<file path="config.mk">
export PLATFORM = sky130hd
export DESIGN_NAME = awm_ctrl
export DESIGN_NICKNAME = d
export VERILOG_FILES = /design/src/hw/rtl/awm_pkg.sv /design/src/hw/rtl/awm_ctrl.sv
export SDC_FILE = /design/constraint.sdc
export NUM_CORES = 1
export LEC_CHECK = 0
export BUFFER_PORTS_ARGS = -buffer_cell sky130_fd_sc_hd__buf_2
export CAP_MARGIN = 20
export CORE_AREA = 5 5 42 44
export CTS_BUF_LIST = sky130_fd_sc_hd__clkbuf_8
export DETAILED_ROUTE_END_ITERATION = 8
export DIE_AREA = 0 0 47 49
export PLACE_DENSITY = 0.74
export RECOVER_POWER = 100
export SLEW_MARGIN = 30
export SYNTH_ARGS = -nofsm -noshare
export SYNTH_HDL_FRONTEND = slang
export SYNTH_SLANG_ARGS = --single-unit
</file>
<file path="constraint.sdc">
create_clock -name clk -period 4.4 [get_ports clk]
set_input_delay 0.88 -clock clk [delete_from_list [all_inputs] [get_ports clk]]
set_output_delay 0.88 -clock clk [all_outputs]
set_load 0.02 [all_outputs]
</file>
<file path="src/hw/rtl/awm_pkg.sv">
package awm_pkg;

  localparam int WINDOW_DEPTH = 256;
  localparam int SAMPLE_BITS  = 20;
  localparam int ADDR_W       = $clog2(WINDOW_DEPTH);
  localparam int CNT_W        = 9;
  localparam int SUM_W        = 28;
  localparam int SQ_W         = 48;
  localparam int DEV_W        = SAMPLE_BITS + 1;
  localparam int DIV_STEPS    = SQ_W;
  localparam int ROOT_W       = SQ_W / 2;
  localparam int REM_W        = ROOT_W + 3;
  localparam int DRAIN_CYCLES = 4;
  localparam int STEP_W       = 6;

  typedef struct packed {
    logic sample_we;
    logic div_load_mean;
    logic div_load_sq;
    logic div_step;
    logic mean_take;
    logic pass_rd;
    logic sq_take;
    logic sqrt_step;
    logic emit;
  } cmd_t;

  typedef struct packed {
    logic close;
    logic pass_last;
    logic out_free;
  } status_t;

endpackage

</file>
<file path="src/hw/rtl/awm_ctrl.sv">
module awm_ctrl (
  input  logic            clk,
  input  logic            rst,
  input  logic            in_valid,
  output logic            in_ready,
  input  awm_pkg::status_t status,
  output awm_pkg::cmd_t    cmd
);
  import awm_pkg::*;

  typedef enum logic [2:0] {
    S_LOAD, S_DIVM, S_PASS, S_DRAIN, S_DIVS, S_SQRT, S_EMIT
  } state_t;

  state_t            state;
  logic [STEP_W-1:0] step;

  localparam logic [STEP_W-1:0] DIV_END   = STEP_W'(DIV_STEPS + 1);
  localparam logic [STEP_W-1:0] DRAIN_END = STEP_W'(DRAIN_CYCLES - 1);
  localparam logic [STEP_W-1:0] SQRT_END  = STEP_W'(ROOT_W - 1);

  assign in_ready = (state == S_LOAD);

  always_comb begin
    cmd               = '0;
    cmd.sample_we     = (state == S_LOAD) && in_valid;
    cmd.div_load_mean = (state == S_DIVM) && (step == '0);
    cmd.div_load_sq   = (state == S_DIVS) && (step == '0);
    cmd.div_step      = (state == S_DIVM || state == S_DIVS) && (step != '0) &&
                        (step != DIV_END);
    cmd.mean_take     = (state == S_DIVM) && (step == DIV_END);
    cmd.sq_take       = (state == S_DIVS) && (step == DIV_END);
    cmd.pass_rd       = (state == S_PASS);
    cmd.sqrt_step     = (state == S_SQRT);
    cmd.emit          = (state == S_EMIT) && status.out_free;
  end

  always_ff @(posedge clk) begin
    if (rst) begin
      state <= S_LOAD;
      step  <= '0;
    end else begin
      case (state)
        S_LOAD: begin
          step <= '0;
          if (in_valid && status.close) state <= S_DIVM;
        end
        S_DIVM: begin
          if (step == DIV_END) begin
            step  <= '0;
            state <= S_PASS;
          end else step <= step + 1'b1;
        end
        S_PASS: begin
          if (status.pass_last) state <= S_DRAIN;
        end
        S_DRAIN: begin
          if (step == DRAIN_END) begin
            step  <= '0;
            state <= S_DIVS;
          end else step <= step + 1'b1;
        end
        S_DIVS: begin
          if (step == DIV_END) begin
            step  <= '0;
            state <= S_SQRT;
          end else step <= step + 1'b1;
        end
        S_SQRT: begin
          if (step == SQRT_END) begin
            step  <= '0;
            state <= S_EMIT;
          end else step <= step + 1'b1;
        end
        S_EMIT: begin
          if (status.out_free) state <= S_LOAD;
        end
        default: begin
          state <= S_LOAD;
          step  <= '0;
        end
      endcase
    end
  end
endmodule

</file>
==> results by group, run 1 <==
Outcome
  – Status: complete, no violations

Global routing
  – Number of global-route vias before repair: 593
  – Overall routing resource usage: 0.158
  – Gr ovfl total: 0
  – Largest net degree at the start of global routing: 16
  – First-pass GRT wire length: 2670 µm
  – Initial antenna violation count: 0

Drt
  – DRT Pass-1 Iters: 4
  – Drt drc: 0
  – Routed len/inst: 13.6 µm
  – Via count: 702
  – Final wirelength: 1630 µm
  – DRT antenna net count: 0
  – Post-DR vias/cell: 5.85
  – Drt first-iter violations: 3

Yosys
  – Post-synthesis mux area share: 0.0289
  – Yosys warnings: 0
  – Synth Register Bits: 9
  – Post-Synth Simple-Gate Area: 0.339
  – Unique masters post-synth: 36
  – Synth Area per Inst: 7.62 µm²
  – Post-synthesis cell count: 91
  – Syn nets: 100
  – Post-synthesis compound-gate area fraction: 0.217
  – Area leader, netlist: dfxtp_1
  – XOR/XNOR Fraction of Synth Area: 0.0126
  – Largest family of logic cells by synthesized area: simple AND/OR/NAND/NOR gates
  – Seq/Total Area, Yosys: 0.260
  – Adder-Cell Fraction of Synth Area: 0.0686
  – Mapped cell area: 693 µm²
  – Synth area leaders: dfxtp_1 (26%), nand2_1 (7.0%), ha_1 (5.4%)
  – Top_reg_cell synth: dfxtp_1
  – Asr flop ratio synth: 0
  – Post-synth EDFFs: 0
  – Share of the synthesized area in the top cell type: 0.260

Floorplanning
  – CORE AREA: 0.00140 mm²
  – Die W: 47 µm
  – Die Y: 49 µm
  – Io pins: 16
  – Die ar.: 0.00230 mm²
  – Std cell rows: 14
  – Initial Util: 0.495

Run
  – Max Cap Viol: 0

Place
  – Routability congestion estimate: 0.789
  – HPWL Detailed: 1190 µm
  – Placed cell area: 756 µm²
  – Worst slack at placement: 2.18 ns
  – Post-Place Cells: 116
  – Port bufs: 15

STA
  – Worst-margin pin slew: 0.475 ns
  – Slew headroom: 0.680
  – Period utilization: 0.592
  – Count of final hold-check violations: 0
  – Peak Freq: 0.384 GHz
  – Final worst setup slack: 1.79 ns
  – Clk_skew: 0.00278 ns
  – Tmin final: 2.61 ns
  – Final Slew Violations: 0
  – Setup TNS: 0 ns
  – # setup viols final: 0
  – RSZ-0062 raised after global routing: false

Power
  – Clk pwr share: 0.259
  – Sw Ratio: 0.442
  – Worst VDD drop: 0.306 mV
  – Total power: 380 µW
  – Flop pwr share: 0.326
  – Power Density: 491 mW/mm²
  – Sw Pwr: 168 µW
  – Comb pwr share: 0.415
  – Leakage: 0.298 nW
  – Pint: 212 µW

Setup path
  – Delay-heaviest family, CP: simple AND/OR/NAND/NOR gates
  – CP endpoint kind: primary output
  – Buf/Inv on CP: 1
  – R2R Path Start: step[0]
  – Worst reg2reg path endpoint: state[1]
  – CP required: 3.52 ns
  – CP max stage delay: 0.48 ns
  – Setup crit start kind: flip-flop
  – Worst Path Max Fanout: 7
  – Worst-path cell chain: nor4_1 > nand2_1 > nor3_1 > clkbuf_1
  – Cells on worst reg2reg path: 6
  – CP max-delay cell: nor4_1
  – R2r setup slk: 2.47 ns
  – Crit path depth: 4
  – Worst endpoint data arrival time: 1.73 ns
  – Crit Path Class: reg -> out

Min path
  – Worst Hold End: step[0]
  – Hold depth: 1
  – Hold WC Path Type: reg -> reg
  – Hold wc startpoint: step[0]

Final layout
  – Ant diodes: 0
  – Most frequent cells in the layout: nand2_1 (13), dfxtp_1 (9), clkbuf_1 (8)
  – Fin cells: 120
  – # nets final: 114
  – P&R area growth vs syn: 11.7%
  – Commonest non-fill, non-tap cell in the layout: nand2_1
  – Cell area after layout: 774 µm²
  – Share of post-route cells with drive strength above 1: 0.115

Clocking
  – Post-CTS sizing: 0
  – Sink Count: 9
  – Post-CTS Setup Inserts: 0
  – CTS HTree Levels: 1
  – Clk pin slew, worst setup/hold paths: 0.05 ns
  – CTS Buffer Depth: 2
  – Root buf cell: clkbuf_8
  – CTS tree: done
  – Post-CTS Hold Buffers: 0
  – Clock latency on the worst-skew pair: 0.24 ns
  – Num CTS Buffers: 3
power groups by stage:
stage | sequential (mW) | combinational [mW] | clock, mW
floorplan | 0.106 | 0.153 | 0
global placement | 0.123 | 0.162 | 0
detailed placement | 0.125 | 0.163 | 0
CTS | 0.124 | 0.164 | 0.103
global route | 0.127 | 0.172 | 0.109
finish | 0.124 | 0.158 | 0.0987
flip-flops by register name, indices dropped and copies added (netlist names):
name,flops
step,6
state,3
final cells by class:
cell class,instances,area (µm²)
clock inverters,1,5.00
clock buffers,3,41.3
well taps,16,20.0
flip-flops and latches,9,180
multi-input cells,71,444
fillers,139,627
repair buffers,15,65.1
inverters,5,18.8
cell families (layout without fill, tap and decap cells):
kind of cell | count (synthesis) | after routing
AND/OR/NAND/NOR | 44 | 44
AO/OA/AOI/OAI | 20 | 20
buffers and inverters | 11 | 24
flip-flops | 9 | 9
adder cells (fa/ha/maj) | 4 | 4
multiplexers | 2 | 2
XOR/XNOR | 1 | 1
cell usage after synthesis, types with 3 or more instances:
cell type	number
inv_1	5
ha_1	3
a21oi_1	3
o21ai_0	3
nand2_1	13
nor3_1	7
clkbuf_1	3
dfxtp_1	9
nor2_1	7
nand3_1	4
metrics by stage:
step | util | hold WS [ns]
floorplan | - | 0.511
global placement | 0.539 | 0.550
detailed placement | 0.539 | 0.552
CTS | 0.572 | 0.559
global route | 0.553 | 0.602
finish | 0.553 | 0.554
per-layer routing:
metal	vias to the layer above	routed length, µm	global-route usage
met5	-	0	0
met4	0	29	0.0691
met3	5	94	0.0664
met2	15	778	0.226
met1	331	729	0.201
li1	351	-	-
how the worst max path moves through the flow:
stage / slack [ns] / to / start
after floorplan: 2.09 / cmd[8] / state[2]
after global placement: 2.20 / cmd[0] / state[1]
after detailed placement: 2.18 / cmd[0] / state[1]
after CTS: 1.91 / cmd[0] / state[1]
after global routing: 1.63 / cmd[7] / step[3]
final: 1.79 / cmd[7] / step[3]
Note: power is estimated with default switching activity, not from simulation.
==> run 2: changes to the inputs <==
Settings changed: ABC_AREA set to 1, PLACE_DENSITY 0.74 to 0.75.
Clock period 4.4 ns to 2.4 ns, I/O delays scaled along.
==> run 2 against run 1 <==
First-iteration DRC count grew to 5.3 times the previous value. Register-to-register slack got worse by 1.8 ns. Sequential cell count unchanged. Largest cell class unchanged. Combinational power grew to 3.4 times the previous value. Non-clock buffer count did not move. Final cell count is 15% higher. Cell area grew 1.9%. Total power grew to 2.5 times the previous value.
==> results by group, run 2 <==
Clocking
  – Sink Count: 9 (unchanged)
  – Post-CTS Setup Inserts: 0 (unchanged)
  – Post-CTS Hold Buffers: 0 (unchanged)
  – CTS Buffer Depth: 2 (unchanged)
  – Clock latency on the worst-skew pair: 0.23 ns (about the same)
  – Num CTS Buffers: 3 (unchanged)
  – CTS HTree Levels: 1 (unchanged)
  – Post-CTS sizing: 0 (unchanged)
  – Root buf cell: clkbuf_8
  – CTS tree: done
  – Clk pin slew, worst setup/hold paths: 0.04 ns (about the same)

Final layout
  – Max reg flops: 6 (unchanged)
  – P&R area growth vs syn: 13.3%
  – Most frequent cells in the layout: nand2_1 (21), nor2_1 (21), inv_1 (10)
  – # fillers: 148 (+6.5%)
  – Regs by FF count: step (6), state (3)
  – Largest Register: step
  – # nets final: 132 (+16%)
  – Ant diodes: 0 (unchanged)
  – Share of post-route cells with drive strength above 1: 0.189 (+0.0731)
  – Multi-input logic area: 428 µm² (-3.7%)
  – FF+latch area: 180 µm² (unchanged)

Yosys
  – Seq/Total Area, Yosys: 0.259 (-0.00140)
  – Top_reg_cell synth: dfxtp_1
  – Synth top cells by count: nand2_1 (20), nor2_1 (20), dfxtp_1 (9), inv_1 (9), nand3_1 (6)
  – Unique masters post-synth: 28 (-22%)
  – Synth Area per Inst: 6.64 µm² (-13%)
  – Area leader, netlist: dfxtp_1
  – Synth area leaders: dfxtp_1 (26%), nand2_1 (11%), nor2_1 (11%)
  – Asr flop ratio synth: 0 (unchanged)
  – Post-synthesis cell count: 105 (+15%)
  – Mapped cell area: 697 µm² (+0.54%)
  – Share of the synthesized area in the top cell type: 0.259 (-0.00140)
  – Yosys warnings: 0 (unchanged)
  – Syn nets: 114 (+14%)
  – Post-synth EDFFs: 0 (unchanged)
  – Synth Register Bits: 9 (unchanged)

Floorplanning
  – CORE AREA: 0.00140 mm² (unchanged)
  – Std cell rows: 14 (unchanged)
  – Initial Util: 0.497 (+0.00268)
  – Die ar.: 0.00230 mm² (unchanged)
  – Die Y: 49 µm (unchanged)
  – Io pins: 16 (unchanged)
  – Die W: 47 µm (unchanged)

Place
  – Port bufs: 15 (unchanged)
  – Routability congestion estimate: 0.842 (+6.8%)
  – HPWL Detailed: 1180 µm (-1.0%)

STA
  – Setup TNS: 0 ns (unchanged)
  – RSZ-0062 raised after global routing: false
  – Worst-margin pin slew: 0.366 ns (-0.108 ns)
  – Period utilization: 0.828
  – Count of final hold-check violations: 0 (unchanged)
  – Final Slew Violations: 0 (unchanged)
  – # setup viols final: 0 (unchanged)
  – Peak Freq: 0.503 GHz
  – Tmin final: 1.99 ns
  – Slew headroom: 0.755 (+0.0746)
  – Clk_skew: 0.000877 ns (-0.00190 ns)

Power
  – Worst VDD drop: 0.630 mV (+110%)
  – Sw Pwr: 480 µW (+190%)
  – Pint: 477 µW (+120%)
  – Comb pwr share: 0.556 (+0.141)
  – Clk pwr share: 0.178 (-0.081)
  – Flop pwr share: 0.266 (-0.060)
  – Leakage: 0.360 nW (+21%)
  – Power Density: 1210 mW/mm² (+150%)
  – Total power: 957 µW (+150%)
  – Sw Ratio: 0.501 (+0.0597)

Setup path
  – Critical path origin: step[1]
  – Worst Path Max Fanout: 4 (-3)
  – CP required: 1.92 ns (-1.60 ns)
  – Setup crit start kind: flip-flop
  – R2R Path Start: step[0]
  – Crit Path Class: reg -> out
  – Cells on worst reg2reg path: 10 (+4)
  – Worst endpoint data arrival time: 1.51 ns (-0.22 ns)
  – CP endpoint kind: primary output

Global routing
  – Overall routing resource usage: 0.143 (-0.0149)
  – Largest net degree at the start of global routing: 11 (-5)
  – First-pass GRT wire length: 2450 µm (-8.3%)
  – Initial antenna violation count: 0 (unchanged)
  – Gr ovfl total: 0 (unchanged)
  – Number of global-route vias before repair: 595 (+0.34%)

Min path
  – Hold depth: 2 (+1)
  – Hold WC Path Type: in -> reg
  – Hold wc startpoint: rst

Drt
  – Drt first-iter violations: 16 (+13)
  – Post-DR vias/cell: 5.00 (-15%)
  – Drt drc: 0 (unchanged)
  – Via count: 690 (-1.7%)
  – Final wirelength: 1480 µm (-9.3%)
  – DRT Pass-1 Iters: 4 (unchanged)
  – Routed len/inst: 10.7 µm (-21%)
  – DRT antenna net count: 0 (unchanged)

Outcome
  – Status: complete, no violations

Run
  – Max Cap Viol: 0 (unchanged)
## run 2: changes by cell type in the layout (fill, tap and decap cells not counted), moves of 3 or more
cell / change
nor2_1: +14
nand2_1: +8
inv_1: +5
nand3_2: +4
nor3_1: -4
inv_2: +3
nand3_1: +3
## run 2: logic make-up (layout without fill, tap and decap cells)
family | Yosys count | count (layout) | synth area share
adder cells (fa/ha/maj) | 3 | 3 | 0.0539
AND/OR/NAND/NOR | 64 | 64 | 0.478
XOR/XNOR | 1 | 1 | 0.0126
AO/OA/AOI/OAI | 13 | 13 | 0.109
flip-flops | 9 | 9 | 0.259
buffers and inverters | 15 | 32 | 0.0880
## run 2: final cells by class
class	instances	area share
multi-input cells	81	0.542
inverters	13	0.0618
flip-flops and latches	9	0.228
clock buffers	3	0.0523
repair buffers	15	0.0856
clock inverters	1	0.00475
well taps	16	0.0254
## run 2: layer usage
layer	up-vias	global-route usage	wire length [µm]
met5	-	0	0
li1	375	-	-
met4	0	0.0691	31
met3	5	0.0443	118
met2	18	0.208	631
met1	292	0.185	697
## run 2: through the flow
step | setup slack (ns) | hold WS [ns] | area, µm² | cells | utilization
finish | 0.414 | 0.487 | 790 | 138 | 0.563
global route | 0.287 | 0.481 | 790 | 138 | 0.563
CTS | 0.487 | 0.482 | 825 | 138 | 0.588
detailed placement | 0.739 | 0.506 | 779 | 134 | 0.556
global placement | 0.793 | 0.496 | 779 | 134 | 0.556
floorplan | 0.678 | 0.474 | 697 | 105 | -
## run 2: power groups by stage
stage                     Combinational, mW  Sequential [mW]  Clock, mW
after global placement                0.572            0.258          0
after CTS                             0.589            0.258      0.175
after floorplan                       0.519            0.208          0
after detailed placement              0.587            0.260          0
after global routing                  0.618            0.262      0.187
final                                 0.532            0.254      0.170
## run 2: path summary, 6_finish.rpt
kind	to	slack, ns
min reg2reg	step[5]	0.53
max reg2reg	state[2]	0.72
min	step[4]	0.49
max	cmd[5]	0.41
## run 2: worst max-delay path, cell delays in order (launching register included)
cell and delay [ns]:
dfxtp_1 0.37, inv_1 0.08, ha_1 0.17, nand2_1 0.06
inv_1 0.04, nand3_2 0.07, nand2_1 0.09, a31oi_1 0.14
clkbuf_1 0.25
